--- config.mk ---
export PLATFORM = sky130hd
export DESIGN_NAME = gmlg_group_cell
export DESIGN_NICKNAME = d
export VERILOG_FILES = /design/src/rtl/group_mean_largest_gap_split_top_defines.svh /design/src/rtl/gmlg_pkg.sv /design/src/rtl/gmlg_group_cell.sv
export SDC_FILE = /design/constraint.sdc
export NUM_CORES = 1
export LEC_CHECK = 0
export BUFFER_PORTS_ARGS = -buffer_cell sky130_fd_sc_hd__buf_2
export CAP_MARGIN = 20
export CORE_MARGIN = 1
export CORE_UTILIZATION = 45
export CTS_CLUSTER_DIAMETER = 80
export DETAILED_ROUTE_END_ITERATION = 8
export PLACE_DENSITY = 0.73
export SYNTH_ARGS = -nofsm -noshare
export SYNTH_HDL_FRONTEND = slang
export SYNTH_SLANG_ARGS = --single-unit
--- constraint.sdc ---
create_clock -name aclk -period 5.35 [get_ports aclk]
set_input_delay 1.07 -clock aclk [delete_from_list [all_inputs] [get_ports aclk]]
set_output_delay 1.07 -clock aclk [all_outputs]
set_load 0.01 [all_outputs]
--- src/rtl/group_mean_largest_gap_split_top_defines.svh ---
// Assertion helpers for the top-level RTL.
`ifndef GROUP_MEAN_LARGEST_GAP_SPLIT_TOP_DEFINES_SVH
`define GROUP_MEAN_LARGEST_GAP_SPLIT_TOP_DEFINES_SVH

// Same-cycle implication, checked out of reset.
`define GMLG_ASSERT_NOW(lbl, ante, cons, msg) \
    lbl: assert property (@(posedge aclk) disable iff (!aresetn) (ante) |-> (cons)) \
        else $error(msg);

// Next-cycle implication, checked out of reset.
`define GMLG_ASSERT_NXT(lbl, ante, cons, msg) \
    lbl: assert property (@(posedge aclk) disable iff (!aresetn) (ante) |=> (cons)) \
        else $error(msg);

`endif

--- src/rtl/gmlg_pkg.sv ---
package gmlg_pkg;

    localparam int MAX_GROUPS = 16;
    localparam int COUNT_BITS = 20;
    localparam int VAL_W      = 32;
    localparam int SUM_W      = VAL_W + COUNT_BITS;
    localparam int CNT_W      = COUNT_BITS + 1;
    localparam int GID_W      = 4;
    localparam int N_W        = $clog2(MAX_GROUPS + 1);
    localparam int STEP_W     = $clog2(SUM_W);

    localparam logic [1:0] STATUS_OK      = 2'd0;
    localparam logic [1:0] STATUS_FEW     = 2'd1;
    localparam logic [1:0] STATUS_NOSPLIT = 2'd2;

    localparam logic FUNC_LOAD     = 1'b0;
    localparam logic FUNC_CLASSIFY = 1'b1;

    typedef struct packed {
        logic                    func;
        logic signed [VAL_W-1:0] sample_value;
        logic [GID_W-1:0]        group_label;
        logic                    last_sample;
    } in_item_t;

    typedef struct packed {
        logic [GID_W-1:0] group_id;
        logic             side;
        logic [1:0]       status;
        logic             last_result;
    } out_item_t;

    // Contents of one group cell; the whole record moves on rotation.
    typedef struct packed {
        logic signed [SUM_W-1:0] sum;
        logic [CNT_W-1:0]        count;
        logic signed [VAL_W-1:0] mean;
        logic                    side;
    } grp_t;

    typedef struct packed {
        logic clear;
        logic add;
        logic rotate;
        logic mean_we;
        logic side_we;
    } grp_ctl_t;

    typedef struct packed {
        logic clear;
        logic insert;
        logic shift;
    } sort_ctl_t;

    typedef enum logic [2:0] {
        ST_IDLE,
        ST_DIV,
        ST_DWAIT,
        ST_ROT,
        ST_CHECK,
        ST_SCAN,
        ST_SIDE,
        ST_EMIT
    } state_t;

endpackage

--- src/rtl/gmlg_group_cell.sv ---
module gmlg_group_cell
    import gmlg_pkg::*;
(
    input  logic                    aclk,
    input  logic                    aresetn,
    input  grp_ctl_t                ctl,
    input  logic signed [VAL_W-1:0] sample,
    input  logic signed [VAL_W-1:0] mean_in,
    input  logic signed [VAL_W-1:0] edge_val,
    input  grp_t                    nbr,
    output grp_t                    cur
);

    grp_t cur_reg, cur_next;

    always_comb begin
        cur_next = cur_reg;
        if (ctl.clear) begin
            cur_next.sum   = ctl.add ? SUM_W'(sample) : '0;
            cur_next.count = ctl.add ? CNT_W'(1) : '0;
            cur_next.side  = 1'b0;
        end else if (ctl.add && !cur_reg.count[COUNT_BITS]) begin
            cur_next.sum   = cur_reg.sum + SUM_W'(sample);
            cur_next.count = cur_reg.count + CNT_W'(1);
        end else if (ctl.rotate) begin
            cur_next = nbr;
        end else if (ctl.mean_we) begin
            cur_next.mean = mean_in;
        end else if (ctl.side_we) begin
            cur_next.side = (cur_reg.mean <= edge_val) ? 1'b0 : 1'b1;
        end
    end

    always_ff @(posedge aclk) begin
        if (!aresetn) begin
            cur_reg <= '0;
        end else begin
            cur_reg <= cur_next;
        end
    end

    assign cur = cur_reg;

endmodule

=== Word level (Yosys, flattened, before mapping) ===
Cells that the tools add are included.
Widths: inputs -> output; s select.

* Output and inout port bits: 106
* Bits of input ports: 209
* Memories: 0
* Bits in writable memories: 0
* Latch bits: 0
* Memory bits (read-only): 0
* Flip-flop bits (word level): 106

* $add $sub $neg: 2
* Bitwise gates (word level): 3
* Order comparisons: 1
* Equality and inequality tests: 1
* Shift operators: 0
* $mul: 0
* Multiplexer cells: 10
* Reduce and logical (&&, ||, !) cells: 8
* Div/mod/pow operators: 0

{| class="wikitable"
|+ Operators with widths
! operator !! count
|-
| $mux 73 || 3
|-
| $add 52x32->52 || 1
|-
| $mux 52 || 1
|-
| $mux 33 || 1
|-
| $le 32x32->1 || 1
|-
| $mux 32 || 1
|-
| $add 21x1->21 const B || 1
|-
| $reduce_and 3->1 || 2
|-
| $mux 1 || 4
|-
| $reduce_bool 2->1 || 2
|-
| $not 1->1 || 3
|-
| $reduce_bool 3->1 || 1
|-
| $ne 2x1->1 const B || 1
|-
| $reduce_or 2->1 || 1
|-
| $logic_and 1x1->1 || 1
|-
| $logic_not 1->1 || 1
|}

=== Depth between registers and ports, before layout ===
* Depth in word-level cells: 5
* Depth in mapped cells: 14
* Mapped depth without buffers: 14

=== Least setup slack after synthesis ===
No wires, ideal clock.

* Path type: input-to-reg
* Start: in sample[14]
* End: reg cur_reg (netlist bit cur[95])
* Setup time: 0.136 ns
* Required time: 5.214 ns
* Path slack: 1.640 ns
* Cell stages on the path: 13
* Path buffers: 1
* Arrival: 3.575 ns
* Cells stage by stage: ha_1 > buf_6 > a21oi_2 > o221ai_1 > a221o_1 > a2111oi_4 > a211oi_2 > nor3b_2 > o21ai_2 > a221oi_4 > o21ai_0 > xnor2_1 > a21oi_1

* Cells in the longest elaborated chain, start to end: 3

{| class="wikitable"
|+ Ends and longest elaborated chain
! element !! line !! RTL
|-
| from (decl) || gmlg_group_cell.sv:7 || <nowiki>input logic signed [VAL_W-1:0] sample,</nowiki>
|-
| $add 52x32->52 || gmlg_group_cell.sv:23 || <nowiki>cur_next.sum = cur_reg.sum + SUM_W'(sample);</nowiki>
|-
| $mux 73 || gmlg_group_cell.sv:22 || <nowiki>end else if (ctl.add && !cur_reg.count[COUNT_BITS]) begin</nowiki>
|-
| $mux 73 || gmlg_group_cell.sv:18 || <nowiki>if (ctl.clear) begin</nowiki>
|-
| to (signal assigned) || gmlg_group_cell.sv:38 || <nowiki>cur_reg <= cur_next;</nowiki>
|-
| to (decl) || gmlg_group_cell.sv:14 || <nowiki>grp_t cur_reg, cur_next;</nowiki>
|}

Every way passes these cells.
A chain may end at the register's enable or synchronous reset.

=== Worst setup path in the final report ===
* Start: in sample[0]
* End: reg cur_reg (netlist bit cur[104])

The elaborated chain is that of the path after synthesis.

==> results_dict.tcl <==
set metrics [dict create \
    root_buffer "clkbuf_16" \
    cts_sinks 106 \
    hold_violations 0 \
    cp_max_fo 4 \
    routabilityCongestion 0.918 \
    seq_area_frac_synth 0.242 \
    die_y_um 142 \
    tightest_slew_ns 1.02 \
    worstSetupStartpointType "input port" \
    fin_worst_skew_ns 0.0118 \
    critPathCaptureType "register" \
    initial_core_util 0.464 \
    min_path_type "register to register" \
    antenna_found_initial 7 \
    ant_nets 0 \
    post-cts-setup-buffers 0 \
    critPathRequiredTime_ns 5.63 \
    crit_top_cell "o31ai_1" \
    synth_nets 1446 \
    num_rows 50 \
    holdPathStages 2 \
    crit_chain "buf_2 -> ha_1 -> inv_1 -> fa_1 -> nor2b_1 -> o31ai_1 -> nand2_1 -> a41oi_1 -> o31ai_1 -> a31o_2 -> a31oi_1 -> o31ai_1 -> a21oi_1 -> xor2_1 -> o22ai_1" \
    syn2layout_area_growth_pct 22.7 \
    setup_viol 0 \
    finalWorstSetupSlack_ns 1.44 \
    wl_um 30000 \
    clk_path_buf_depth 2 \
    grt_max_degree 52 \
    fill_cells 1877 \
    fin_area_um2 10800 \
    crit_slowest_cell "o31ai_1" \
    min_period_ns 3.91 \
    synth-edff-count 0 \
    critPathMaxStageDelay_ns 0.62 \
    htreeDepth 3 \
    pin_count 315 \
    reg2reg_to "cur[104]$_SDFFE_PN0P_" \
    drt_first_pass_iters 5 \
    routedWlPerCell_um 17.8 \
    fmax_ghz 0.256 \
    rrSetupSlack_ns 1.72 \
    synth.distinct_cells 67 \
    hold_start "cur[45]$_SDFFE_PN0P_" \
    grt_pass1_vias 9083 \
    die_w_um 142 \
    status "completed" \
    drive_above_1_share 0.253 \
    numCtsBuffers 9 \
    cp.arrival_ns 4.20 \
    cts.reportedPaths.clkPinSlew_ns 0.08 \
    dp_hpwl_um 23200 \
    largest_reg_flops 106 \
    synthArstFlopShare 0 \
    ir_drop_v 0.000145 \
    yosysWarnings 0 \
    rsz0062_at_grt "false" \
    fin_total_pwr_uw 2490 \
    clock_latency_ns 0.36 \
    final_common_cell "buf_2" \
    netlist_area_um2 8770 \
    synth_seq_cells 106 \
    cts_tree "built" \
    postPlaceCellArea_um2 10500 \
    grt_overflow_total 0 \
    fin_nets 1707 \
    viasPerCell 5.78 \
    cap_violations 0 \
    fin_crit_sh 0.731 \
    p_leak_uw 0.00571 \
    io_buffers 314 \
    avgSynthCellArea_um2 7.61 \
    gr-usage-all-layers 0.295 \
    hold_end "cur[45]$_SDFFE_PN0P_" \
    fin_setup_tns_ns 0 \
    cts-resized-gates 0 \
    vias 9733 \
    dpl_worst_slack_ns 1.11 \
    p_per_area_nw_per_um2 231 \
    grt_pass1_wl_um 46800 \
    hold_buffers 0 \
    worstSetupPathType "input port to register" \
    maxSlewViolCount 0 \
    drc 0 \
    coreArea_um2 18900 \
    holdWs_ns 0.496 \
    final_cell_mix "314 x buf_2, 153 x nand2_1, 108 x a21oi_1, 108 x o21ai_0, 106 x dfxtp_1" \
    ys.flop_type "dfxtp_1" \
    slew_headroom 0.312 \
    reg2reg_depth 14 \
    synthCells 1152 \
    die-area_um2 20000 \
    regToRegStartpoint "cur[54]$_SDFFE_PN0P_" \
    drt_iter0_drc 687 \
]
[report_power, final]
| part | switching (uW) | leakage, uW | internal [uW] | total (uW) |
|---|---|---|---|---|
| registers | 57.1 | 0.000872 | 848 | 905 |
| clock network | 340 | 0.000136 | 320 | 660 |
| logic | 529 | 0.00471 | 393 | 923 |
| total | 926 | 0.00571 | 1560 | 2490 |
[cells in the mapped netlist (all sizes together) (5+ instances only)]
| master | number | area share |
|---|---|---|
| a211oi | 10 | 0.0091 |
| a21o | 44 | 0.038 |
| a21oi | 109 | 0.063 |
| a221oi | 6 | 0.0080 |
| a22oi | 12 | 0.010 |
| a31oi | 34 | 0.024 |
| and2 | 6 | 0.0043 |
| and3 | 17 | 0.012 |
| clkbuf | 70 | 0.030 |
| dfxtp | 106 | 0.24 |
| ha | 84 | 0.12 |
| inv | 46 | 0.020 |
| mux2i | 34 | 0.039 |
| nand2 | 153 | 0.065 |
| nand2b | 8 | 0.0057 |
| nand3 | 17 | 0.0097 |
| nand4 | 19 | 0.014 |
| nor2 | 65 | 0.028 |
| nor2b | 11 | 0.0078 |
| nor3 | 8 | 0.0046 |
| o211a | 33 | 0.038 |
| o21a | 12 | 0.010 |
| o21ai | 109 | 0.063 |
| o21bai | 5 | 0.0043 |
| o221ai | 10 | 0.010 |
| o22ai | 11 | 0.0078 |
| o31ai | 6 | 0.0051 |
| xnor2 | 28 | 0.028 |
| xor2 | 21 | 0.021 |
[per-stage QoR]
step	utilization	instances
2_1_floorplan	-	1152
3_3_place_gp	0.554	1662
3_5_place_dp	0.554	1662
4_1_cts	0.568	1678
5_1_grt	0.569	1683
6_report	0.569	1684
[worst max path at each step]
stage / from / depth (start not counted) / end / slack [ns]
after floorplan: sample[14] / 13 / cur[95]$_SDFFE_PN0P_ / 1.64
after global placement: sample[0] / 15 / cur[96]$_SDFFE_PN0P_ / 1.18
after detailed placement: sample[0] / 15 / cur[104]$_SDFFE_PN0P_ / 1.11
after CTS: sample[0] / 15 / cur[104]$_SDFFE_PN0P_ / 1.48
after global routing: sample[0] / 15 / cur[104]$_SDFFE_PN0P_ / 1.23
final: sample[0] / 15 / cur[104]$_SDFFE_PN0P_ / 1.44
[per-layer routing]
layer / GRT usage / up-vias / share of wire
met5: 0 / - / 0.00037
met4: 0.117 / 2 / 0.025
met3: 0.0533 / 52 / 0.079
met2: 0.502 / 387 / 0.48
met1: 0.368 / 4508 / 0.42
li1: - / 4784 / -
[cell families (layout without fill, tap and decap cells)]
kind of cell | after synthesis | after routing | synth area share
compound gates | 438 | 438 | 0.331
simple gates | 320 | 320 | 0.165
buf+inv | 120 | 386 | 0.0524
flops | 106 | 106 | 0.242
fa+ha+maj | 85 | 85 | 0.122
xor+xnor | 49 | 49 | 0.0489
mux | 34 | 34 | 0.0388
other cells | 0 | 6 | 0
[final cells by class]
class / instances / area [um2] / share of cell area
antenna: 6 / 15.0 / 0.00140
clock buffer: 9 / 225 / 0.0209
clock inverter: 7 / 52.6 / 0.00489
inverter: 46 / 173 / 0.0161
multi-input combinational: 926 / 6200 / 0.576
sequential: 106 / 2120 / 0.197
tap: 260 / 325 / 0.0302
timing repair buffer: 324 / 1650 / 0.153
[critical path, delay by kind of cell]
family                   cells  cell delay, ns
buffers and inverters        2            0.15
AO/OA/AOI/OAI                8            1.96
AND/OR/NAND/NOR              2            0.28
XOR/XNOR                     1            0.15
adder cells (fa/ha/maj)      2            0.56
No activity file was read; power rests on OpenSTA's default activity.
