===== src/rtl/group_mean_largest_gap_split_top_defines.svh =====
// Assertion helpers for the top-level RTL.
`ifndef GROUP_MEAN_LARGEST_GAP_SPLIT_TOP_DEFINES_SVH
`define GROUP_MEAN_LARGEST_GAP_SPLIT_TOP_DEFINES_SVH

// Same-cycle implication, checked out of reset.
`define GMLG_ASSERT_NOW(lbl, ante, cons, msg) \
    lbl: assert property (@(posedge aclk) disable iff (!aresetn) (ante) |-> (cons)) \
        else $error(msg);

// Next-cycle implication, checked out of reset.
`define GMLG_ASSERT_NXT(lbl, ante, cons, msg) \
    lbl: assert property (@(posedge aclk) disable iff (!aresetn) (ante) |=> (cons)) \
        else $error(msg);

`endif


===== src/rtl/gmlg_pkg.sv =====
package gmlg_pkg;

    localparam int MAX_GROUPS = 16;
    localparam int COUNT_BITS = 20;
    localparam int VAL_W      = 32;
    localparam int SUM_W      = VAL_W + COUNT_BITS;
    localparam int CNT_W      = COUNT_BITS + 1;
    localparam int GID_W      = 4;
    localparam int N_W        = $clog2(MAX_GROUPS + 1);
    localparam int STEP_W     = $clog2(SUM_W);

    localparam logic [1:0] STATUS_OK      = 2'd0;
    localparam logic [1:0] STATUS_FEW     = 2'd1;
    localparam logic [1:0] STATUS_NOSPLIT = 2'd2;

    localparam logic FUNC_LOAD     = 1'b0;
    localparam logic FUNC_CLASSIFY = 1'b1;

    typedef struct packed {
        logic                    func;
        logic signed [VAL_W-1:0] sample_value;
        logic [GID_W-1:0]        group_label;
        logic                    last_sample;
    } in_item_t;

    typedef struct packed {
        logic [GID_W-1:0] group_id;
        logic             side;
        logic [1:0]       status;
        logic             last_result;
    } out_item_t;

    // Contents of one group cell; the whole record moves on rotation.
    typedef struct packed {
        logic signed [SUM_W-1:0] sum;
        logic [CNT_W-1:0]        count;
        logic signed [VAL_W-1:0] mean;
        logic                    side;
    } grp_t;

    typedef struct packed {
        logic clear;
        logic add;
        logic rotate;
        logic mean_we;
        logic side_we;
    } grp_ctl_t;

    typedef struct packed {
        logic clear;
        logic insert;
        logic shift;
    } sort_ctl_t;

    typedef enum logic [2:0] {
        ST_IDLE,
        ST_DIV,
        ST_DWAIT,
        ST_ROT,
        ST_CHECK,
        ST_SCAN,
        ST_SIDE,
        ST_EMIT
    } state_t;

endpackage


===== src/rtl/gmlg_sort_cell.sv =====
module gmlg_sort_cell
    import gmlg_pkg::*;
(
    input  logic                    aclk,
    input  logic                    aresetn,
    input  sort_ctl_t               ctl,
    input  logic signed [VAL_W-1:0] ins_val,
    input  logic                    prev_keep,
    input  logic                    prev_valid,
    input  logic signed [VAL_W-1:0] prev_val,
    input  logic                    next_valid,
    input  logic signed [VAL_W-1:0] next_val,
    output logic                    keep,
    output logic                    valid,
    output logic signed [VAL_W-1:0] val
);

    logic                    valid_reg, valid_next;
    logic signed [VAL_W-1:0] val_reg, val_next;

    // empty cells act as +infinity
    assign keep = valid_reg && (val_reg <= ins_val);

    always_comb begin
        valid_next = valid_reg;
        val_next   = val_reg;
        if (ctl.clear) begin
            valid_next = 1'b0;
        end else if (ctl.insert && !keep) begin
            valid_next = 1'b1;
            if (prev_keep) begin
                val_next = ins_val;
            end else begin
                val_next   = prev_val;
                valid_next = prev_valid;
            end
        end else if (ctl.shift) begin
            valid_next = next_valid;
            val_next   = next_val;
        end
    end

    always_ff @(posedge aclk) begin
        if (!aresetn) begin
            valid_reg <= 1'b0;
        end else begin
            valid_reg <= valid_next;
        end
        val_reg <= val_next;
    end

    assign valid = valid_reg;
    assign val   = val_reg;

endmodule


===== config.mk =====
export PLATFORM = sky130hd
export DESIGN_NAME = gmlg_sort_cell
export DESIGN_NICKNAME = d
export VERILOG_FILES = /design/src/rtl/group_mean_largest_gap_split_top_defines.svh /design/src/rtl/gmlg_pkg.sv /design/src/rtl/gmlg_sort_cell.sv
export SDC_FILE = /design/constraint.sdc
export NUM_CORES = 1
export LEC_CHECK = 0
export ABC_AREA = 1
export BUFFER_PORTS_ARGS = -buffer_cell sky130_fd_sc_hd__clkbuf_2
export CAP_MARGIN = 20
export CORE_MARGIN = 2
export CORE_UTILIZATION = 46
export DETAILED_ROUTE_END_ITERATION = 10
export GPL_TIMING_DRIVEN = 0
export PLACE_DENSITY = 0.81
export SLEW_MARGIN = 30
export SYNTH_ARGS = -nofsm -noshare
export SYNTH_HDL_FRONTEND = slang
export SYNTH_SLANG_ARGS = --single-unit

===== constraint.sdc =====
create_clock -name aclk -period 5.2 [get_ports aclk]
set_clock_uncertainty 0.2 [all_clocks]
set_input_delay 0.52 -clock aclk [delete_from_list [all_inputs] [get_ports aclk]]
set_output_delay 0.52 -clock aclk [all_outputs]
set_load 0.02 [all_outputs]

# Word-level counts from Yosys, hierarchy flattened
# Cells that the tools add are included.
[word_totals] wordCells=17 output_inout_bits=34 ff_bits=33
[op_classes] n_mux=6 n_reduce_logical=6 n_lt_le_gt_ge=1 bitwise=2
[op_table] cell="$mux 32" count=3
[op_table] cell="$le 32x32->1" count=1
[op_table] cell="$mux 1" count=3
[op_table] cell="$logic_and 1x1->1" count=2
[op_table] cell="$not 1->1" count=2
[op_table] cell="$reduce_and 2->1" count=1
[op_table] cell="$reduce_bool 2->1" count=1
[op_table] cell="$reduce_or 2->1" count=1
[op_table] cell="$logic_not 1->1" count=1

# Longest topological paths before layout
[depth] word_depth=6 depth_mapped=21

# Worst setup path after synthesis
# OpenSTA, ideal clock, no wires.
[synth_path] path_type="input port to flip-flop" start="input port ins_val[31]" end="register val_reg[0] (netlist: val[0]), enable pin" stages=13 t_required_ns=4.568 n_path_buf=1 path_slack_ns=1.115 setup_ns=0.432 arrival_ns=3.452 path_cell_list="inv_1 ha_1 nand2_1 nor2_2 nand2_1 nor3b_2 nand2_1 nand3_1 nand3_2 nand2_2 nand2_2 buf_4 a21oi_1"
[synth_via] elab_chain_cells=6
[synth_rtl] element="start, declared" line_no="gmlg_sort_cell.sv:7" rtl="input logic signed [VAL_W-1:0] ins_val,"
[synth_rtl] element="$le 32x32->1" line_no="gmlg_sort_cell.sv:22" rtl="assign keep = valid_reg && (val_reg <= ins_val);"
[synth_rtl] element="$logic_and 1x1->1" line_no="gmlg_sort_cell.sv:22"
[synth_rtl] element="$logic_not 1->1" line_no="gmlg_sort_cell.sv:29" rtl="end else if (ctl.insert && !keep) begin"
[synth_rtl] element="$logic_and 1x1->1" line_no="gmlg_sort_cell.sv:29"
[synth_rtl] element="$reduce_bool 2->1 (no line)"
[synth_rtl] element="$reduce_and 2->1 (no line)"
[synth_rtl] element="end signal, assigned" line_no="gmlg_sort_cell.sv:49" rtl="val_reg <= val_next;"
[synth_rtl] element="end, declared" line_no="gmlg_sort_cell.sv:19" rtl="logic signed [VAL_W-1:0] val_reg, val_next;"
# Every way passes these cells.
# A chain may end at the register's enable or synchronous reset.

# Final worst setup path
[layout_path] start="register val_reg[31] (netlist: val[31])" end="register val_reg[11] (netlist: val[11]), enable pin"
[layout_via] elab_chain_cells=6
[layout_rtl] element="$le 32x32->1" line_no="gmlg_sort_cell.sv:22"
[layout_rtl] element="$logic_and 1x1->1" line_no="gmlg_sort_cell.sv:22"
[layout_rtl] element="$logic_not 1->1" line_no="gmlg_sort_cell.sv:29"
[layout_rtl] element="$logic_and 1x1->1" line_no="gmlg_sort_cell.sv:29"
[layout_rtl] element="$reduce_bool 2->1 (no line)"
[layout_rtl] element="$reduce_and 2->1 (no line)"
# Every way passes these cells.

==> Implementation_results.wiki <==
{| class="wikitable"
! Metric !! Value
|-
| Rows || 27
|-
| Floorplan core area || 5540 µm²
|-
| Number of gates resized after CTS || 0
|-
| Routability congestion estimate from global placement || 0.8508
|-
| Area of the die || 6410 µm²
|-
| Unique masters post-synth || 26
|-
| Crit path launch || val[31]$_DFFE_PP_
|-
| Crit path to || val[11]$_DFFE_PP_
|-
| Max Transition Viols Final || 0
|-
| Buffer count from post-CTS setup fixing || 0
|-
| Top delay family on crit path || simple AND/OR/NAND/NOR gates
|-
| Die boundary width || 80.06 µm
|-
| Synth Area per Inst || 7.897 µm²
|-
| Maximum clock insertion buffer count || 2
|-
| Worst-case reg-to-reg path depth || 13
|-
| Die Height || 80.06 µm
|-
| Routed len/inst || 12.58 µm
|-
| Critical path depth in cells || 13
|-
| Min-delay worst type || in2reg
|-
| Run status || completed
|-
| Worst vdd ir || 0.0001364 V
|-
| Final setup TNS || 0 ps
|-
| Leakage || 0.001920 µW
|-
| Total number of clock tree sinks || 33
|-
| Total number of H-tree levels || 2
|-
| Post-synthesis cell area || 2661 µm²
|-
| Slew at the pin with the worst max-slew slack || 631.7 ps
|-
| # diodes || 0
|-
| Register-to-register setup slack || 2030 ps
|-
| Share of the clock period used by the worst path after layout || 61.05%
|-
| Via count || 2710
|-
| Highest clock rate || 315.0 MHz
|-
| Shortest clock period the worst path allows after layout || 3175 ps
|-
| Vias/cell || 4.901
|-
| CP max FO || 17
|-
| Type of element capturing the critical path || flip-flop
|-
| Starting DRT DRC Count || 134
|-
| Headroom to the max-slew limit || 57.79%
|-
| Initial antenna violation count || 0
|-
| Classification of the worst setup path || reg2reg
|-
| Largest net degree at the start of global routing || 18
|-
| Hold-fix buffers at CTS || 0
|-
| DRC violation count after routing || 0
|-
| Slowest-stage cell, CP || sky130_fd_sc_hd__a21oi_4
|-
| Cell type with the highest occurrence count on the critical path || sky130_fd_sc_hd__nand2_1
|-
| Max_cap viols || 0
|-
| Number of nets still failing antenna checks after routing || 0
|-
| TritonCTS clock tree || built
|-
| Cell count after synthesis || 337
|-
| Count of nets after finishing || 617
|-
| Arrival time reported for the critical path endpoint || 2960 ps
|-
| Setup violators final || 0
|-
| P&R area growth vs syn || 33.29%
|-
| Synthesized Nets || 473
|-
| Flip-flop count of the largest register after layout || 32
|-
| Fraction of layout instances using a drive strength above 1 || 36.59%
|-
| Seq/Total Area, Yosys || 36.86%
|-
| Unrepaired setup endpoints after global routing || no
|-
| Final hold vios || 0
|-
| Dpl hpwl || 5701 µm
|-
| TritonCTS Buffers || 5
|-
| Worst hold slack across all endpoints || 249.9 ps
|-
| First-pass GRT wire length || 11470 µm
|-
| Quantity of I/O buffers inserted on ports || 136
|-
| Yosys synthesis warning count || 0
|-
| Total wirelength of the detailed-routed design || 6955 µm
|-
| Number of synthesized register bits || 33
|-
| Worst-path clk slew || 70 ps
|-
| Cell-by-cell listing of the critical path || ha_1 -> nand2_1 -> nor2_2 -> nand2_1 -> nor3b_2 -> nand2_1 -> nand3_1 -> nand3_2 -> nand2_2 -> nand2_2 -> buf_4 -> a21oi_4 -> buf_16
|-
| Data required time at the worst endpoint || 4990 ps
|-
| Capture point of the worst reg-to-reg path || val[11]$_DFFE_PP_
|-
| Ratio of total power to cell area || 213.9 nW/µm²
|-
| Most frequent standard cell in the layout excluding fill and tap cells || sky130_fd_sc_hd__clkbuf_2
|-
| Startpoint types || flip-flop
|-
| Router iterations before antenna repair || 4
|-
| Boundary pin count || 138
|-
| Max incr delay on CP || 540 ps
|-
| CTS root buf || sky130_fd_sc_hd__clkbuf_8
|-
| Global-route usage over all layers || 22.78%
|-
| Vias in the first global route || 2709
|-
| Effective utilization at floorplan || 48.04%
|-
| Reg-to-reg critical path startpoint || val[31]$_DFFE_PP_
|-
| Buf/Inv on CP || 2
|-
| Clock latency at the later pin of the worst-skew pair || 280 ps
|-
| Overflow after GRT || 0
|-
| Commonest cells after routing, fill and taps aside || 136 x sky130_fd_sc_hd__clkbuf_2, 101 x sky130_fd_sc_hd__nand2_1, 46 x sky130_fd_sc_hd__inv_1
|}
synth_stat cells:
cell	count	share of area, %
sky130_fd_sc_hd__nand3_1	4	0.75
sky130_fd_sc_hd__nand3b_1	1	0.28
sky130_fd_sc_hd__nand3_2	1	0.38
sky130_fd_sc_hd__o21ai_2	13	4.3
sky130_fd_sc_hd__nand2_1	101	14
sky130_fd_sc_hd__buf_8	1	0.56
sky130_fd_sc_hd__edfxtp_1	32	36
sky130_fd_sc_hd__clkbuf_1	4	0.56
sky130_fd_sc_hd__nand4_1	1	0.24
sky130_fd_sc_hd__buf_6	3	1.3
sky130_fd_sc_hd__a21oi_1	16	3.0
sky130_fd_sc_hd__o21a_1	2	0.56
sky130_fd_sc_hd__nor3b_2	1	0.47
sky130_fd_sc_hd__nor2_1	9	1.3
sky130_fd_sc_hd__buf_4	1	0.28
sky130_fd_sc_hd__o21ai_1	17	3.2
sky130_fd_sc_hd__buf_1	3	0.42
sky130_fd_sc_hd__nor2_2	1	0.24
sky130_fd_sc_hd__ha_1	32	15
sky130_fd_sc_hd__o21ai_0	34	6.4
sky130_fd_sc_hd__mux2_2	1	0.42
sky130_fd_sc_hd__a21o_1	1	0.28
sky130_fd_sc_hd__dfxtp_1	1	0.75
sky130_fd_sc_hd__nand2_2	9	2.1
sky130_fd_sc_hd__buf_2	2	0.38
sky130_fd_sc_hd__inv_1	46	6.5
how the worst min path moves through the flow:
stage	slack, ps	startpoint	end	cells past startpoint
CTS	240	aresetn	valid$_SDFFE_PP0P_	3
floorplan	380	valid$_SDFFE_PP0P_	valid$_SDFFE_PP0P_	2
global route	260	aresetn	valid$_SDFFE_PP0P_	3
global placement	300	valid$_SDFFE_PP0P_	valid$_SDFFE_PP0P_	2
finish	250	aresetn	valid$_SDFFE_PP0P_	3
detailed placement	300	valid$_SDFFE_PP0P_	valid$_SDFFE_PP0P_	2
cell type report:
type	count	area, µm²
plain buffers	14	92.59
inverters	46	172.7
fillers	496	1993
well taps	72	90.09
multi-input cells	244	1426
flip-flops and latches	33	980.9
clock inverters	1	3.754
repair buffers	137	708.2
clock buffers	6	72.57
metal layers:
metal  GRT usage [%]  wire length (µm)  vias to the layer above
met2           41.58              3459                       95
met1           26.84              2914                     1195
met4           8.983               194                        0
met5               0                 0                        -
met3           3.034               386                       19
li1                -                 -                     1401
cells by family after synthesis:
group	after synthesis	share of synthesized area, %
AND/OR/NAND/NOR	128	19.98
adder cells (fa/ha/maj)	32	15.04
AO/OA/AOI/OAI	83	17.72
multiplexers	1	0.4231
flip-flops	33	36.86
buffers and inverters	60	9.967
stage by stage:
| stage | area [µm²] | utilization (%) | power (µW) | instances | setup WS, ps |
|---|---|---|---|---|---|
| detailed placement | 3471 | 62.65 | 585.2 | 546 | 1733 |
| finish | 3547 | 64.02 | 758.9 | 553 | 2025 |
| CTS | 3547 | 64.02 | 765.1 | 553 | 1966 |
| global placement | 3432 | 61.95 | 573.2 | 545 | 50.71 |
| global route | 3547 | 64.02 | 806.9 | 553 | 1729 |
| floorplan | 2661 | - | 489.4 | 337 | 1115 |
worst min-delay path: stages:
cell                       delay, ps
sky130_fd_sc_hd__clkbuf_2         80
sky130_fd_sc_hd__nand2_1          50
sky130_fd_sc_hd__a21oi_1          30
report_power, final:
group	total, µW	switching, µW	internal, µW
registers	331	10.9	320
logic	247	143	104
clock network	181	90.7	90.3
Note: power is estimated with default switching activity, not from simulation.
