`src/rtl/group_mean_largest_gap_split_top_defines.svh`:
```
// Assertion helpers for the top-level RTL.
`ifndef GROUP_MEAN_LARGEST_GAP_SPLIT_TOP_DEFINES_SVH
`define GROUP_MEAN_LARGEST_GAP_SPLIT_TOP_DEFINES_SVH

// Same-cycle implication, checked out of reset.
`define GMLG_ASSERT_NOW(lbl, ante, cons, msg) \
    lbl: assert property (@(posedge aclk) disable iff (!aresetn) (ante) |-> (cons)) \
        else $error(msg);

// Next-cycle implication, checked out of reset.
`define GMLG_ASSERT_NXT(lbl, ante, cons, msg) \
    lbl: assert property (@(posedge aclk) disable iff (!aresetn) (ante) |=> (cons)) \
        else $error(msg);

`endif

```
`src/rtl/gmlg_pkg.sv`:
```
package gmlg_pkg;

    localparam int MAX_GROUPS = 16;
    localparam int COUNT_BITS = 20;
    localparam int VAL_W      = 32;
    localparam int SUM_W      = VAL_W + COUNT_BITS;
    localparam int CNT_W      = COUNT_BITS + 1;
    localparam int GID_W      = 4;
    localparam int N_W        = $clog2(MAX_GROUPS + 1);
    localparam int STEP_W     = $clog2(SUM_W);

    localparam logic [1:0] STATUS_OK      = 2'd0;
    localparam logic [1:0] STATUS_FEW     = 2'd1;
    localparam logic [1:0] STATUS_NOSPLIT = 2'd2;

    localparam logic FUNC_LOAD     = 1'b0;
    localparam logic FUNC_CLASSIFY = 1'b1;

    typedef struct packed {
        logic                    func;
        logic signed [VAL_W-1:0] sample_value;
        logic [GID_W-1:0]        group_label;
        logic                    last_sample;
    } in_item_t;

    typedef struct packed {
        logic [GID_W-1:0] group_id;
        logic             side;
        logic [1:0]       status;
        logic             last_result;
    } out_item_t;

    // Contents of one group cell; the whole record moves on rotation.
    typedef struct packed {
        logic signed [SUM_W-1:0] sum;
        logic [CNT_W-1:0]        count;
        logic signed [VAL_W-1:0] mean;
        logic                    side;
    } grp_t;

    typedef struct packed {
        logic clear;
        logic add;
        logic rotate;
        logic mean_we;
        logic side_we;
    } grp_ctl_t;

    typedef struct packed {
        logic clear;
        logic insert;
        logic shift;
    } sort_ctl_t;

    typedef enum logic [2:0] {
        ST_IDLE,
        ST_DIV,
        ST_DWAIT,
        ST_ROT,
        ST_CHECK,
        ST_SCAN,
        ST_SIDE,
        ST_EMIT
    } state_t;

endpackage

```
`src/rtl/gmlg_divider.sv`:
```
module gmlg_divider
    import gmlg_pkg::*;
(
    input  logic                    aclk,
    input  logic                    aresetn,
    input  logic                    start,
    input  logic signed [SUM_W-1:0] dividend,
    input  logic [CNT_W-1:0]        divisor,
    output logic                    busy,
    output logic                    done,
    output logic signed [VAL_W-1:0] quotient
);

    logic              busy_reg, busy_next;
    logic              done_reg, done_next;
    logic [STEP_W-1:0] step_reg, step_next;
    logic [SUM_W-1:0]  dvd_reg, dvd_next;
    logic [CNT_W:0]    rem_reg, rem_next;
    logic [CNT_W-1:0]  dvs_reg, dvs_next;
    logic              neg_reg, neg_next;
    logic [CNT_W:0]    rem_shift;
    logic              ge;
    logic [SUM_W-1:0]  q_signed;

    // restoring, one quotient bit per cycle; quotient shifts into dvd_reg
    assign rem_shift = {rem_reg[CNT_W-1:0], dvd_reg[SUM_W-1]};
    assign ge        = rem_shift >= {1'b0, dvs_reg};

    always_comb begin
        busy_next = busy_reg;
        done_next = 1'b0;
        step_next = step_reg;
        dvd_next  = dvd_reg;
        rem_next  = rem_reg;
        dvs_next  = dvs_reg;
        neg_next  = neg_reg;
        if (start) begin
            busy_next = 1'b1;
            step_next = '0;
            rem_next  = '0;
            dvs_next  = divisor;
            neg_next  = dividend[SUM_W-1];
            dvd_next  = dividend[SUM_W-1] ? SUM_W'(-dividend) : SUM_W'(dividend);
        end else if (busy_reg) begin
            rem_next  = ge ? (rem_shift - {1'b0, dvs_reg}) : rem_shift;
            dvd_next  = {dvd_reg[SUM_W-2:0], ge};
            step_next = step_reg + STEP_W'(1);
            if (step_reg == STEP_W'(SUM_W - 1)) begin
                busy_next = 1'b0;
                done_next = 1'b1;
            end
        end
    end

    always_ff @(posedge aclk) begin
        if (!aresetn) begin
            busy_reg <= 1'b0;
            done_reg <= 1'b0;
        end else begin
            busy_reg <= busy_next;
            done_reg <= done_next;
        end
        step_reg <= step_next;
        dvd_reg  <= dvd_next;
        rem_reg  <= rem_next;
        dvs_reg  <= dvs_next;
        neg_reg  <= neg_next;
    end

    assign q_signed = neg_reg ? (-dvd_reg) : dvd_reg;
    assign quotient = q_signed[VAL_W-1:0];
    assign busy     = busy_reg;
    assign done     = done_reg;

endmodule

```
`config.mk`:
```
export PLATFORM = sky130hd
export DESIGN_NAME = gmlg_divider
export DESIGN_NICKNAME = d
export VERILOG_FILES = /design/src/rtl/group_mean_largest_gap_split_top_defines.svh /design/src/rtl/gmlg_pkg.sv /design/src/rtl/gmlg_divider.sv
export SDC_FILE = /design/constraint.sdc
export NUM_CORES = 1
export LEC_CHECK = 0
export ABC_AREA = 1
export BUFFER_PORTS_ARGS = -buffer_cell sky130_fd_sc_hd__buf_2
export CORE_ASPECT_RATIO = 0.5
export CORE_MARGIN = 4
export CORE_UTILIZATION = 61
export CTS_BUF_LIST = sky130_fd_sc_hd__clkbuf_4
export DETAILED_ROUTE_END_ITERATION = 8
export PLACE_DENSITY = 0.84
export SKIP_LAST_GASP = 1
export SLEW_MARGIN = 10
export SYNTH_ARGS = -nofsm -noshare
export SYNTH_HDL_FRONTEND = slang
export SYNTH_SLANG_ARGS = --single-unit
```
`constraint.sdc`:
```
create_clock -name aclk -period 3.9 [get_ports aclk]
set_clock_uncertainty 0.15 [all_clocks]
set_input_delay 0 -clock aclk [delete_from_list [all_inputs] [get_ports aclk]]
set_output_delay 0 -clock aclk [all_outputs]
set_load 0.05 [all_outputs]
```
# Yosys cells after proc, flatten, opt, wreduce, memory -nomap -nowiden
# Cells that the tools add are included.
# totals
output_inout_bits	34
ff_bits	103
input_bits	76
# classes
order_cmp	1
n_mux	9
bitwise_logic	2
addsub	4
n_reduce_logical	2
n_eq_ne	1
# op_table
op	n
$mux 52	3
$neg 52->52	1
$mux 32	1
$neg 32->32	1
$ge 22x21->1	1
$mux 21	1
$sub 21x21->21	1
$add 6x1->6 const B	1
$eq 6x6->1 const B	1
$mux 1	4
$reduce_or 3->1	1
$not 1->1	2
$reduce_bool 2->1	1

# Longest topological paths before layout
# Gate-level depths: netlist (run 1).
# depth
ltp_word	4
depth_mapped	17
ltp_nobuf	16

# Worst setup path after synthesis (run 1)
# Ideal clock, no wire load.
# synth_timing
path_type	register to register
from	register busy_reg (netlist: busy)
to	register dvd_reg[0] (enable)
t_required_ns	3.313
setup_slack_ns	0.727
path_stages_with_launch	4
period_less_slack_ns	3.173
setup_time_ns	0.437
arrival_ns	2.586
path_cell_list	dfxtp_1 -> nor2_1 -> inv_1 -> clkbuf_1
# synth_via
elab_chain_len	1
# synth_rtl
element	line_no	text
start: declaration	gmlg_divider.sv:14	logic busy_reg, busy_next;
start signal: assignment	gmlg_divider.sv:60	busy_reg <= busy_next;
$reduce_bool 2->1 (no source line)	-	
end signal: assignment	gmlg_divider.sv:64	dvd_reg <= dvd_next;
end: declaration	gmlg_divider.sv:17	logic [SUM_W-1:0] dvd_reg, dvd_next;
# Every way passes these cells.
# A chain may end at the register's enable or synchronous reset.

# Worst setup path in the final report (run 1)
# layout_timing
from	register dvd_reg[0]
to	output port quotient[24]
# layout_via
elab_chain_len	2
# layout_rtl
element	line_no	text
$neg 32->32	gmlg_divider.sv:70	assign q_signed = neg_reg ? (-dvd_reg) : dvd_reg;
$mux 32	gmlg_divider.sv:70	
end: declaration	gmlg_divider.sv:11	output logic signed [VAL_W-1:0] quotient
# Every way passes these cells.

==> impl_metrics.ini, run 1 <==
[critical_path]
crit_type = reg -> out
crit_required_ns = 3.75
rrSetupSlack_ns = 1.15
cp-end-kind = output port
critPathArrivalTime_ns = 2.64
cp-start-kind = flop
cp_max_fo = 5

[yosys]
synth_top_area_share_pct = 26.97
synth.cell_area_sq_um = 8240
synthTopCellsByArea = edfxtp_1 (27%), nand2_1 (17%), inv_1 (7.9%)
synth_area_per_cell_sq_um = 6.683
synth_seq_area_share_pct = 34.01
synth_seq_cells = 103
yosys_warnings = 0
synth_ff_type = edfxtp_1
synthesis.nets = 1334
synth_top_area_cell = edfxtp_1
synthArstFlopShare_pct = 0
synth_edf_count = 74
syn_inst = 1233
yosysUniqueCellTypes = 44

[drt]
drt_iter0_markers = 754
wirelength_mm = 23.08
wire_per_inst_microns = 14.61
via_per_inst = 5.523
vias = 8721
drtAntennaViolNets = 0
firstDrtPassIters = 6
remaining_drc_errors = 0

[sta]
hold_viol_final = 0
grt_setup_unrepaired = false
slew_viol_final = 0
tns_ns = 0
clock.fmax_mhz = 358.6
fin_crit_ns = 2.789
worst_pin_slew_ns = 1.027
period_share_pct = 71.51
slew_headroom_pct = 31.45
setup_viol = 0

[cells_and_area]
most-common-layout-cells = nand2_1 (380), inv_1 (173), nand3_1 (130), nor2_1 (127), buf_2 (109)
final_common_cell = nand2_1
drive_above_1_share_pct = 12.22
register_area_sq_um = 2803
final_area_sq_um = 9784
final_core_util_pct = 75.53
n_fill_cell = 1000
post_layout_nonfiller_instances = 1579
multi_input_area_sq_um = 4602
syn_to_final_growth_pct = 18.74
layout.nets = 1504
largest_reg_flops = 52

[clock_network]
cts_tree = built
clock_latency_ns = 0.46
clock_path_buffers = 2
clk_pin_slew_worst_paths_ns = 0.16
cts_root_buf = clkbuf_4
cts_buffers = 9
htree_levels = 3
clock_sinks = 103
cts_setup_buffers = 0

[worst_hold_path]
min_path_type = in -> reg

[power_and_ir_drop]
internal_power_mw = 1.748
seqPwrFrac_pct = 47.9
irDropWorstVdd_mv = 0.1889
powerDensity_nw_per_um2 = 286.2
power_leakage_nw = 4.756
switchingPower_mw = 1.053
p_comb_share_pct = 32.4
p_sw_share_pct = 37.59
clkPwrFrac_pct = 19.6

[floorplan]
die_w_microns = 172.4
initial_core_util_pct = 63.61
std_cell_rows = 29
core_sq_um = 12950
ios = 110
die_h_microns = 90.19
die_area_sq_um = 15550

[placed_design]
postPlaceCellArea_sq_um = 8880
gp_congestion = 0.9872
io_buffers = 109
place_hpwl_mm = 16.55
placed_cells = 1485

[global_routing]
grt_usage_pct = 30.03
grt_overflow_total = 0
grt_max_degree = 67
antenna_found_initial = 1
grt_pass1_vias = 8455
grt_pass1_wl_mm = 38.67

[flow_run]
maxCapViolations = 0

[status]
run_status = finished, final reports clean
==> per-stage QoR <==
stage	hold WS, ns	power (mW)	worst slack, ns
after floorplan	-0.05113	1.956	0.7270
after global placement	0.02694	2.177	1.301
after detailed placement	0.02812	2.196	1.173
after CTS	0.06593	2.795	1.143
after global routing	0.04964	2.948	0.9005
final	0.08300	2.801	1.111
==> per-layer routing <==
layer  routed length [microns]  vias to the layer above  share of wire [%]  track usage [%]
li1                          -                     4297                  -                -
met4                       691                        0                3.0            10.33
met5                         0                        -                  0                0
met2                     11070                      414                 48            50.65
met1                      9505                     3937                 41            38.70
met3                      1804                       73                7.8            5.478
==> worst max-delay path: stages (launching register included) <==
cell and delay, ns:
edfxtp_1 0.49, inv_1 0.12, ha_1 0.17, nand2_1 0.15, nor2_1 0.17, nand2_1 0.14, nor2_1 0.18, nand3b_1 0.18
o21ai_0 0.20, nand2_1 0.06, nand2_1 0.06, buf_2 0.26
==> synthesized netlist by cell type, types with 2 or more instances <==
library cell,number
and2_1,2
nor3_1,17
buf_1,3
edfxtp_1,74
or2_2,6
nand2_1,380
clkinv_1,2
nand3_2,8
o21ai_1,12
clkbuf_1,20
ha_1,24
xnor2_1,11
inv_1,174
nand3b_1,17
xor2_1,45
inv_2,3
nand2_2,9
buf_6,4
dfxtp_1,29
nand4_1,20
nor4_1,4
nand2_4,2
o211ai_1,2
nand3_1,130
nor2_4,3
buf_2,4
a31oi_1,9
a21oi_1,20
buf_4,2
nor3_2,3
nor2_1,128
and3_1,2
o21ai_0,52
o31ai_1,2
==> area by class of cell <==
class                           instances  share of cell area [%]
Clock inverter                          7                  0.6522
Antenna cell                            1                 0.02558
Multi-Input combinational cell        918                   47.03
Clock buffer                            9                  0.6905
Timing Repair Buffer                  192                   13.91
Sequential cell                       103                   28.64
Tap cell                              170                   2.174
Inverter                              179                   6.867
==> power by group through the flow <==
stage / Sequential (mW) / Combinational [mW] / Clock, mW
after floorplan: 1.34 / 0.613 / 0
after global placement: 1.36 / 0.818 / 0
after detailed placement: 1.36 / 0.831 / 0
after CTS: 1.34 / 0.893 / 0.563
after global routing: 1.35 / 0.987 / 0.610
final: 1.34 / 0.909 / 0.549
==> what timing repair did <==
action,4_1_cts,5_1_grt
hold endpoints to repair,91,0
hold buffers,77,0
resized for setup,0,0
==> worst paths after layout <==
path | start | endpoint | cells after the start
worst max-delay path | dvd_reg[0] | quotient[24] | 11
worst min-delay path | divisor[7] | dvs_reg[7] | 2
worst min register to register | step_reg[5] | step_reg[5] | 2
worst max register to register | dvd_reg[51] | dvd_reg[0] | 14
==> cell families (layout without fill, tap and decap cells) <==
kind of cell	count (synthesis)	after routing	share of synthesized area, %
simple gates	734	734	39.16
fa+ha+maj	25	25	3.887
compound gates	103	103	6.818
xor+xnor	56	56	5.952
flops	103	103	34.01
buf+inv	212	387	10.17
other cells	0	1	0
Note: power is estimated with default switching activity, not from simulation.
==> inputs of run 2 (changes only) <==
Clock period 3.9 ns to 2.8 ns, I/O delays scaled along.
==> impl_metrics.ini, run 2 (synthesized netlist as in run 1, its figures left out) <==
[cells_and_area]
final_core_util_pct = 76.38
final_common_cell = nand2_1
multi_input_area_sq_um = 4619
layout.nets = 1513
syn_to_final_growth_pct = 20.07
most-common-layout-cells = nand2_1 (378), inv_1 (173), nand3_1 (130), nor2_1 (124), buf_2 (106)
final_area_sq_um = 9894
largest_reg_flops = 52
drive_above_1_share_pct = 12.91
n_fill_cell = 1017
register_area_sq_um = 2803

[sta]
holdWs_ns = 0.07228
worst_pin_slew_ns = 0.6419
fin_crit_ns = 2.651
slew_viol_final = 0
setup_slack_ns = 0.1487
grt_setup_unrepaired = true
hold_viol_final = 0
period_share_pct = 94.69
clock.fmax_mhz = 377.2
slew_headroom_pct = 57.20
setup_viol = 0

[critical_path]
cp_max_fo = 5
cp-start-kind = flop
cp-end-kind = output port
crit_type = reg -> out
critPathArrivalTime_ns = 2.50
crit_required_ns = 2.65

[clock_network]
clock_path_buffers = 2
clock_latency_ns = 0.48
cts_tree = built
htree_levels = 3
cts_buffers = 9
cts_root_buf = clkbuf_4
clock_sinks = 103
clk_pin_slew_worst_paths_ns = 0.16

[power_and_ir_drop]
p_comb_share_pct = 33.1
p_sw_share_pct = 37.47
power_mw = 3.947
powerDensity_nw_per_um2 = 398.9
switchingPower_mw = 1.479
seqPwrFrac_pct = 47.2
clkPwrFrac_pct = 19.7
irDropWorstVdd_mv = 0.2573
internal_power_mw = 2.468
power_leakage_nw = 4.800

[drt]
firstDrtPassIters = 5
drt_iter0_markers = 894
wirelength_mm = 24.29
drtAntennaViolNets = 0
vias = 8779
wire_per_inst_microns = 15.29
via_per_inst = 5.525
remaining_drc_errors = 0

[floorplan]
initial_core_util_pct = 63.61
ios = 110
std_cell_rows = 29
die_w_microns = 172.4
die_area_sq_um = 15550
core_sq_um = 12950
die_h_microns = 90.19

[global_routing]
antenna_found_initial = 1
grt_pass1_wl_mm = 39.68
grt_pass1_vias = 8548
grt_max_degree = 67
grt_overflow_total = 0
grt_usage_pct = 31.13

[worst_hold_path]
min_path_type = in -> reg

[flow_run]
maxCapViolations = 0

[placed_design]
dp_slack_ns = 0.2857
gp_congestion = 1.033
io_buffers = 109
postPlaceCellArea_sq_um = 8937
place_hpwl_mm = 17.36

[status]
run_status = finished, final reports clean
## run 2: per-stage QoR
step	std cells	setup TNS, ns
2_1_floorplan	1233	0
3_3_place_gp	1491	0
3_5_place_dp	1491	0
4_1_cts	1585	0
5_1_grt	1588	-0.09092
6_report	1589	0
## run 2: worst paths after layout
check                                    end  slack, ns  depth (start not counted)   startpoint
worst max-delay path            quotient[24]       0.15                         11   dvd_reg[0]
worst max register to register    dvd_reg[0]       0.26                         14  dvd_reg[51]
worst min-delay path             dvs_reg[19]       0.07                          2  divisor[19]
worst min register to register   rem_reg[11]       0.34                          2  rem_reg[11]
## run 2: cell type report
type                       count  share of cell area [%]
inverter                     179                   6.791
clock buffer                  11                  0.8346
multi-input combinational    918                   46.69
antenna                        2                 0.05058
timing repair buffer         201                   14.67
sequential                   103                   28.33
clock inverter                 5                  0.4932
tap                          170                   2.150
## run 2: routing by layer
layer  vias up  wire length [microns]  track usage [%]
li1       4317                      -                -
met1      3964                   9963            38.78
met2       408                  11640            53.23
met3        90                   1877            6.223
met4         0                    804            11.58
met5         -                      0                0
## run 2: worst max-delay path, stage by stage, from the launching register on
cell and delay [ns]:
edfxtp_1 0.47, inv_1 0.12, ha_1 0.19, nand2_2 0.11
nor2_2 0.15, nand2_2 0.10, nor2_2 0.17, nand3b_1 0.16
o21ai_0 0.19, nand2_1 0.06, nand2_1 0.06, buf_2 0.25
## run 2: repair_timing
item / CTS / global route
resized for setup: 0 / 11
setup buffers: 0 / 2
hold buffers: 78 / 0
endpoints found under the setup margin: 0 / 8
hold endpoints to repair: 102 / 0
## run 2: power groups by stage
stage	registers, mW	clock network (mW)	logic [mW]
after floorplan	1.87	0	0.854
after global placement	1.89	0	1.16
final	1.86	0.779	1.31
after global routing	1.88	0.847	1.41
after CTS	1.86	0.786	1.27
after detailed placement	1.90	0	1.18
